==> src/mcwsa_pkg.sv <==
package mcwsa_pkg;

	localparam int NUM_CHANNELS = 8;
	localparam int WINDOW       = 16;
	localparam int SAMPLE_BITS  = 12;

	localparam int CHANNEL_W = 4;
	localparam int VALUE_W   = 12;
	localparam int VALUE_MAX = 4095;
	localparam int AVG_SHIFT = 3;

	localparam int CH_W    = (NUM_CHANNELS > 1) ? $clog2(NUM_CHANNELS) : 1;
	localparam int PTR_W   = $clog2(WINDOW);
	localparam int DEPTH   = NUM_CHANNELS * WINDOW;
	localparam int ADDR_W  = (DEPTH > 1) ? $clog2(DEPTH) : 1;
	localparam int SUM_W   = SAMPLE_BITS + PTR_W;

	localparam logic CMD_STORE = 1'b0;
	localparam logic CMD_READ  = 1'b1;

	typedef enum logic [2:0] {
		ST_IDLE  = 3'b001,
		ST_EXEC  = 3'b010,
		ST_WRITE = 3'b100
	} state_t;

endpackage

==> src/multichannel_window_sum_averager.sv <==
// Channel | Signals                            | Direction
// --------+------------------------------------+----------
// input   | in_valid, in_stall, cmd, channel,  | in / out
//         | sample                             |
// output  | out_valid, out_stall, value        | out / in
//
// A store word is accepted, reads the old ring entry and, for a present channel, does the
// write-back with the update of the channel's running sum by the shared adder.
// A read word is accepted, then the clamp and shift of the running sum are registered.
// Reset clears the running sums, write pointers and per-entry valid bits at once,
// so no clearing pass is needed.
// A stalled result waits in the output register; the next word is taken meanwhile,
// and a further read waits in ST_EXEC until the register is free.
module multichannel_window_sum_averager
	import mcwsa_pkg::*;
(
	input  logic                          clk,
	input  logic                          arst_n,
	input  logic                          in_valid,
	output logic                          in_stall,
	input  logic                          cmd,
	input  logic [CHANNEL_W-1:0]          channel,
	input  logic signed [SAMPLE_BITS-1:0] sample,
	output logic                          out_valid,
	input  logic                          out_stall,
	output logic [VALUE_W-1:0]            value
);

	state_t                         state_q;
	logic                           cmd_q;
	logic [CHANNEL_W-1:0]           ch_q;
	logic                           ch_ok_q;
	logic signed [SAMPLE_BITS-1:0]  sample_q;

	logic [PTR_W-1:0]               wptr_q [NUM_CHANNELS];
	logic signed [SUM_W-1:0]        sums_q [NUM_CHANNELS];

	logic [SAMPLE_BITS-1:0]         mem [DEPTH];
	logic [DEPTH-1:0]               vld_q;
	logic [SAMPLE_BITS-1:0]         rd_data_q;
	logic                           rd_vld_q;

	logic                           out_valid_q;
	logic [VALUE_W-1:0]             value_q;

	logic                           in_acc;
	logic [CH_W-1:0]                ch_idx;
	logic [PTR_W-1:0]               ptr;
	logic [PTR_W-1:0]               ptr_next;
	logic [ADDR_W-1:0]              addr;
	logic signed [SAMPLE_BITS-1:0]  old_sample;
	logic signed [SUM_W-1:0]        sum_cur;
	logic signed [SUM_W-1:0]        sum_next;
	logic [SUM_W-1:0]               shifted;
	logic [VALUE_W-1:0]             avg;
	logic                           out_free;

	assign in_stall  = (state_q != ST_IDLE);
	assign in_acc    = in_valid && !in_stall;
	assign out_valid = out_valid_q;
	assign value     = value_q;
	assign out_free  = !out_valid_q || !out_stall;

	always_comb begin
		ch_idx     = ch_q[CH_W-1:0];
		ptr        = wptr_q[ch_idx];
		ptr_next   = (ptr == PTR_W'(WINDOW - 1)) ? '0 : ptr + 1'b1;
		addr       = ADDR_W'(ADDR_W'(ch_idx) * ADDR_W'(WINDOW) + ADDR_W'(ptr));
		old_sample = rd_vld_q ? $signed(rd_data_q) : '0;
		sum_cur    = sums_q[ch_idx];
		sum_next   = sum_cur + SUM_W'(sample_q) - SUM_W'(old_sample);
		shifted    = $unsigned(sum_cur) >> AVG_SHIFT;
		if (!ch_ok_q || sum_cur[SUM_W-1]) begin
			avg = '0;
		end else if (shifted > SUM_W'(VALUE_MAX)) begin
			avg = VALUE_W'(VALUE_MAX);
		end else begin
			avg = VALUE_W'(shifted);
		end
	end

	always_ff @(posedge clk or negedge arst_n) begin
		if (!arst_n) begin
			state_q     <= ST_IDLE;
			out_valid_q <= 1'b0;
			vld_q       <= '0;
			for (int i = 0; i < NUM_CHANNELS; i++) begin
				wptr_q[i] <= '0;
				sums_q[i] <= '0;
			end
		end else begin
			if (state_q == ST_EXEC && cmd_q == CMD_READ && out_free) begin
				out_valid_q <= 1'b1;
			end else if (out_valid_q && !out_stall) begin
				out_valid_q <= 1'b0;
			end
			unique case (state_q)
				ST_IDLE: begin
					if (in_acc) begin
						state_q <= ST_EXEC;
					end
				end
				ST_EXEC: begin
					if (cmd_q == CMD_STORE) begin
						state_q <= ch_ok_q ? ST_WRITE : ST_IDLE;
					end else if (out_free) begin
						state_q <= ST_IDLE;
					end
				end
				ST_WRITE: begin
					vld_q[addr]    <= 1'b1;
					sums_q[ch_idx] <= sum_next;
					wptr_q[ch_idx] <= ptr_next;
					state_q        <= ST_IDLE;
				end
				default: state_q <= ST_IDLE;
			endcase
		end
	end

	always_ff @(posedge clk) begin
		if (in_acc) begin
			cmd_q    <= cmd;
			ch_q     <= channel;
			ch_ok_q  <= ({1'b0, channel} < (CHANNEL_W + 1)'(NUM_CHANNELS));
			sample_q <= sample;
		end
		if (state_q == ST_EXEC && cmd_q == CMD_READ && out_free) begin
			value_q <= avg;
		end
	end

	always_ff @(posedge clk) begin
		rd_data_q <= mem[addr];
		rd_vld_q  <= vld_q[addr];
		if (state_q == ST_WRITE) begin
			mem[addr] <= sample_q;
		end
	end

`ifndef ASSERT_OFF
	a_state_onehot: assert property (@(posedge clk) disable iff (!arst_n)
		$onehot(state_q))
		else $error("state register is not one-hot");

	a_result_from_read: assert property (@(posedge clk) disable iff (!arst_n)
		$rose(out_valid_q) |-> $past(state_q == ST_EXEC && cmd_q == CMD_READ))
		else $error("result word raised without a read in progress");

	a_write_returns: assert property (@(posedge clk) disable iff (!arst_n)
		state_q == ST_WRITE |=> state_q == ST_IDLE)
		else $error("write-back did not return to idle");

	a_write_only_valid_channel: assert property (@(posedge clk) disable iff (!arst_n)
		state_q == ST_WRITE |-> ch_ok_q && cmd_q == CMD_STORE)
		else $error("write-back for an absent channel or a read word");
`endif

endmodule

==> config.mk <==
export PLATFORM = sky130hd
export DESIGN_NAME = multichannel_window_sum_averager
export DESIGN_NICKNAME = d
export VERILOG_FILES = /design/src/mcwsa_pkg.sv /design/src/multichannel_window_sum_averager.sv
export SDC_FILE = /design/constraint.sdc
export NUM_CORES = 2
export LEC_CHECK = 0
export BUFFER_PORTS_ARGS = -buffer_cell sky130_fd_sc_hd__buf_2
export CORE_AREA = 2 2 371 373
export DETAILED_ROUTE_END_ITERATION = 10
export DIE_AREA = 0 0 373 375
export PLACE_DENSITY = 0.68
export SLEW_MARGIN = 10
export SYNTH_ARGS = -nofsm -noshare
export SYNTH_HDL_FRONTEND = slang
export SYNTH_SLANG_ARGS = --single-unit
==> constraint.sdc <==
create_clock -name clk -period 7.8 [get_ports clk]
set_clock_uncertainty 0.2 [all_clocks]
set_input_delay 1.56 -clock clk [delete_from_list [all_inputs] [get_ports clk]]
set_output_delay 1.56 -clock clk [all_outputs]
set_load 0.02 [all_outputs]
Word-level counts from Yosys, hierarchy flattened
Memories as Yosys holds them, arrays and structs flattened. A register that Yosys moved wholly into a read port is not among the register bits.
Index checks and enable logic that the tools add are counted.
{"block": "totals", "latch_bits": 0, "ramBits": 1536, "input_bits": 21, "mem_bits_ro": 0, "n_memories": 1, "reg_bits": 322, "out_inout_bits": 14, "wordCells": 87}
{"name": "mem", "words": 128, "word_bits": 12, "rd": 1, "rd_clocked_by_memory_dff": 1, "write_ports": 1, "line_no": "multichannel_window_sum_averager.sv:38", "source": "logic [SAMPLE_BITS-1:0] mem [DEPTH];"}
{"block": "classes", "multipliers": 0, "shifts": 0, "n_reduce_logical": 14, "div_mod_pow": 0, "n_addsub": 4, "order_cmp": 6, "bitwise_logic": 2, "n_mux": 28, "eq_ne": 7}
{"cell": "$bwmux 128", "n": 1}
{"cell": "$or 128x128->128", "n": 1}
{"cell": "$bmux 16 s3", "n": 1}
{"cell": "$demux 16 s3", "n": 1}
{"cell": "$mux 16", "n": 3}
{"cell": "$bwmux 32", "n": 1}
{"cell": "$mux 12", "n": 2}
{"cell": "$add 16x12->16", "n": 1}
{"cell": "$mux 4", "n": 4}
{"cell": "$sub 16x12->16", "n": 1}
{"cell": "$gt 13x12->1 const B", "n": 1}
{"cell": "$bmux 4 s3", "n": 1}
{"cell": "$demux 4 s3", "n": 1}
{"cell": "$mux 3", "n": 4}
{"cell": "$lt 7x8->1 const B", "n": 1}
{"cell": "$add 7x4->7", "n": 1}
{"cell": "$bmux 1 s7", "n": 1}
{"cell": "$demux 1 s7", "n": 1}
{"cell": "$ge 7x1->1 const B", "n": 1}
{"cell": "$logic_and 1x1->1", "n": 6}
{"cell": "$mux 1", "n": 6}
{"cell": "$pmux 3 s2", "n": 1}
{"cell": "$add 4x1->4 const B", "n": 1}
{"cell": "$eq 4x4->1 const B", "n": 1}
{"cell": "14 further kinds", "n": 18}

Logic depth before layout (Yosys ltp)
{"block": "logic_depth", "word_depth": 10, "ltp_mapped": 22, "mapped_depth_nobuf": 17}

Worst setup path before layout
Ideal clock, no wire load.
{"block": "synth_path", "kind": "flip-flop to flip-flop", "start": "register ch_q[1]", "end": "register sums_q[13] (netlist bit)", "setup_slack_ns": 2.277, "period_less_slack_ns": 5.523, "setup_time_ns": 0.152, "n_path_buf": 5, "required_ns": 7.448, "arrival_ns": 5.171, "path_stages_with_launch": 21, "cell_sequence": "edfxtp_1 > clkbuf_2 > buf_2 > buf_2 > buf_1 > buf_1 > mux2i_1 > nor2_1 > a21oi_1 > o22ai_1 > a31oi_1 > fa_1 > inv_1 > ha_1 > a21o_1 > a21o_1 > a2111oi_0 > o311ai_0 > a31o_2 > a211oi_1 > o31ai_1"}
{"block": "synth_between", "elab_chain_len": 7, "word_cells_on_any_way": 12, "cone_classes": "add/sub (2); order compare (2); mux (6); bitwise (1); reduce/logical (1)"}
{"item": "from (decl)", "line_no": "multichannel_window_sum_averager.sv:31", "source": "logic [CHANNEL_W-1:0] ch_q;"}
{"item": "from (signal assigned)", "line_no": "multichannel_window_sum_averager.sv:124", "source": "ch_q <= channel;"}
{"item": "$not 3->4 (not written as such) (*)", "line_no": "multichannel_window_sum_averager.sv:70, multichannel_window_sum_averager.sv:112"}
{"item": "$bmux 16 s3", "line_no": "multichannel_window_sum_averager.sv:70", "source": "sum_cur = sums_q[ch_idx];"}
{"item": "$mux 16 (not written as such) (2 in a row)", "line_no": "multichannel_window_sum_averager.sv:70"}
{"item": "$add 16x12->16", "line_no": "multichannel_window_sum_averager.sv:71", "source": "sum_next = sum_cur + SUM_W'(sample_q) - SUM_W'(old_sample);"}
{"item": "$sub 16x12->16", "line_no": "multichannel_window_sum_averager.sv:71"}
{"item": "$bwmux 128 (*)", "line_no": "multichannel_window_sum_averager.sv:112", "source": "sums_q[ch_idx] <= sum_next;"}
{"item": "to (signal, indexed assignment)", "line_no": "multichannel_window_sum_averager.sv:112"}
{"item": "to (decl)", "line_no": "multichannel_window_sum_averager.sv:36", "source": "logic signed [SUM_W-1:0] sums_q [NUM_CHANNELS];"}
Mark *: on every way between the ends. The rest lies on a longest branch, timed or not. The select of a mux whose other input is x is not followed.
A chain may end at the register's enable or synchronous reset.

Worst setup path after layout
{"block": "layout_path", "start": "register ch_q[2]", "end": "register sums_q[47] (netlist bit)"}
Same word-level chain as after synthesis.

==> reports/metrics.yaml <==
use_met3: 0.06008
drt_iter0_markers: 5817
postRouteWirelength_um: 199700
core_area_um2: 136300
critPathMaxFanout: 24
detail_route.wl_per_cell_um: 29.13
critical_path_arrival_ns: 6.44
cpPeakStageDelay_ns: 0.94
n_antenna_cell: 0
die_w_um: 373
worst_pin_slew_ns: 1.244
crit_type: "flop to flop"
grt_use_met1: 0.3995
cts_resized: 0
syn2layout_area_growth_pct: 12.30
rr_startpoint: "ch_q[2]"
grt_pass1_vias: 42560
cts_buffers: 185
grt.met2_usage: 0.4360
layout-drive-gt1-share: 0.1717
routabilityCongestion: 0.8710
io_pins: 35
p_per_area_nw_per_um2: 260.0
busiest_layer: "met2"
path_cells: "and2_1, a21oi_1, o22ai_1, a31oi_1, fa_1, inv_1, ha_1, a21o_1, a21o_1, a2111oi_0, o311ai_0, nand2_1, o211ai_1, mux2i_1, o22ai_1"
clk_pin_slew_ns: 0.06
hold_start: "vld_q[32]"
period_share: 0.7667
rsz0062_at_grt: "no"
min_period_ns: 5.980
viasPerCell: 6.411
die_h_um: 375
fmax_mhz: 167.2
nNetsFinal: 4958
port_buffers: 34
initial_utilization: 0.5439
antenna_found_initial: 5
cp-startpoint: "ch_q[2]"
antenna_left: 0
worst-path-buf-inv: 1
vias: 43940
first_pass_iters: 6
run_status: "finished clean"
leakagePower_nw: 29.32
slew_headroom: 0.1674
clkLatencyLatePin_ns: 0.83
synth.distinct_cells: 63
cts_buffer_depth: 3
route.detailed.drc: 0
cts_root_buf: "clkbuf_16"
crit_family: "compound AO/OA/AOI/OAI gates"
grt_max_degree: 137
rows: 136
cts_tree: "built"
dp_hpwl_um: 116400
drv_cap: 0
synth_seq_area_share: 0.7360
nFillCells: 9822
grt_pass1_wl_um: 291200
grt.overflow.total: 0
hold_buffers: 0
report.final.hold_viol_count: 0
gr-usage-all-layers: 0.2847
postSynthCellCount: 4789
drv_slew: 0
end_kind: "flop"
post_cts_buffers: 0
setup_viol: 0
setup_tns_ns: 0
async_flop_share: 0.1561
htreeDepth: 4
required_ns: 8.26
crit_slowest_cell: "and2_1"
fin_ws_ns: 1.820
hold_class: "flop to flop"
synth_edf_count: 1565
start_kind: "flop"
place_ws_ns: 1.941
synth_area_um2: 74140
synth_nets: 4843
ys_warn_count: 0
ys_dominant_reg_cell: "edfxtp_1"
r2r_slack_ns: 1.82
die_area_um2: 139900
avgSynthCellArea_um2: 15.48
ir_drop_uv: 210.0
cts.sinks: 1870
ys_seq_elements: 1870
## registers in the layout, indices dropped and copies added, names as in the netlist
name       flops
wptr_q        32
state_q        3
rd_vld_q       1
mem         1536
cmd_q          1
sums_q       128
ch_ok_q        1
out_valid      1
ch_q           3
vld_q        128
value         12
sample_q      12
rd_data_q     12
## cells by family (layout without fill, tap and decap cells)
family / after synthesis / count (layout) / synth area share
adder cells (fa/ha/maj): 33 / 33 / 0.007088
AND/OR/NAND/NOR: 1275 / 1275 / 0.07731
multiplexers: 452 / 452 / 0.08258
buffers and inverters: 348 / 619 / 0.01929
XOR/XNOR: 14 / 14 / 0.001654
AO/OA/AOI/OAI: 797 / 797 / 0.07613
flip-flops: 1870 / 1870 / 0.7360
## metal layers
layer | wire (um) | part of all wire | vias to the layer above
met1 | 78780 | 0.39 | 22480
met4 | 8542 | 0.043 | 2
met2 | 92760 | 0.46 | 2353
met5 | 11 | 0.000055 | -
li1 | - | - | 18710
met3 | 19590 | 0.098 | 397
## final timing paths
kind                                    to  cells past startpoint
worst max-delay path            sums_q[47]                     15
worst min-delay path             vld_q[32]                      1
worst max register to register  sums_q[47]                     15
worst min register to register   vld_q[32]                      1
max in group asynchronous        vld_q[11]                      2
min in group asynchronous       sums_q[94]                      1
## synthesized netlist by cell type, types with 6 or more instances
cell,instances,area share
a31oi_1,92,0.0078
buf_1,33,0.0017
dfrtp_1,291,0.098
a221oi_1,152,0.018
fa_1,15,0.0041
nand4_1,26,0.0022
nand3_1,123,0.0083
mux4_2,121,0.037
xnor2_1,11,0.0013
a211oi_1,99,0.010
nor3_1,21,0.0014
or4_1,12,0.0012
o21ai_0,209,0.014
a21oi_1,37,0.0025
nand2_1,656,0.033
and3_1,91,0.0077
inv_1,47,0.0024
nor2_1,181,0.0092
a22oi_1,66,0.0067
ha_1,18,0.0030
a32o_1,50,0.0068
o31ai_1,8,0.00081
o22ai_1,8,0.00068
a221o_1,13,0.0018
a311oi_1,27,0.0032
dfxtp_1,13,0.0035
mux2i_1,264,0.036
a32oi_1,6,0.00071
buf_2,71,0.0048
clkbuf_1,186,0.0094
and2_1,18,0.0015
o211ai_1,6,0.00061
or2_2,128,0.011
edfxtp_1,1565,0.63
mux2_2,65,0.0099
## final cells by class
class,instances,area [um2],share of cell area
timing repair buffer,226,1784,0.02143
clock buffer,242,5004,0.06010
sequential,1870,54560,0.6554
inverter,50,195.2,0.002344
tap,1794,2245,0.02696
clock inverter,101,1109,0.01331
multi-input combinational,2571,18360,0.2205
## through the flow
stage          utilization  hold WS (ns)  instance area, um2  std cells  power (W)
6_report            0.6108        0.2606               83260       6854    0.02165
5_1_grt             0.6108        0.2722               83260       6854    0.02223
4_1_cts             0.6108        0.2598               83250       6854    0.02170
3_5_place_dp        0.5659        0.2447               77140       6511    0.01286
3_3_place_gp        0.5659        0.2428               77140       6511    0.01284
2_1_floorplan            -        0.2302               74140       4789    0.01217
## power by group
part | total, W | leakage [nW] | internal (W) | switching [W]
clock | 0.00896 | 3.01 | 0.00516 | 0.00380
combinational | 0.00164 | 8.06 | 0.000417 | 0.00122
sequential | 0.0110 | 18.2 | 0.0110 | 0.0000531
total | 0.0216 | 29.3 | 0.0166 | 0.00507
## cells in the final DEF, fill, tap and decap left out, types with 10 or more instances in the layout
cell,instances
a22oi_1,65
a31oi_1,92
ha_1,18
bufinv_16,19
or2_2,128
clkbuf_1,41
buf_2,33
clkinv_1,26
edfxtp_1,1565
inv_1,47
buf_4,179
nand3_1,123
fa_1,15
a221o_1,13
mux4_2,121
mux2_2,65
clkbuf_8,16
o21ai_0,209
clkinv_2,40
nor3_2,10
and3_1,91
a21oi_1,36
or4_1,12
dfxtp_1,13
nor2_2,22
nand2_1,654
dfrtp_1,291
xnor2_1,11
nor2_1,157
a311oi_1,27
a211oi_1,98
buf_12,13
a32o_1,50
a221oi_1,152
mux2i_1,264
nand4_1,26
and2_1,18
clkbuf_16,185
Note: power is estimated with default switching activity, not from simulation.
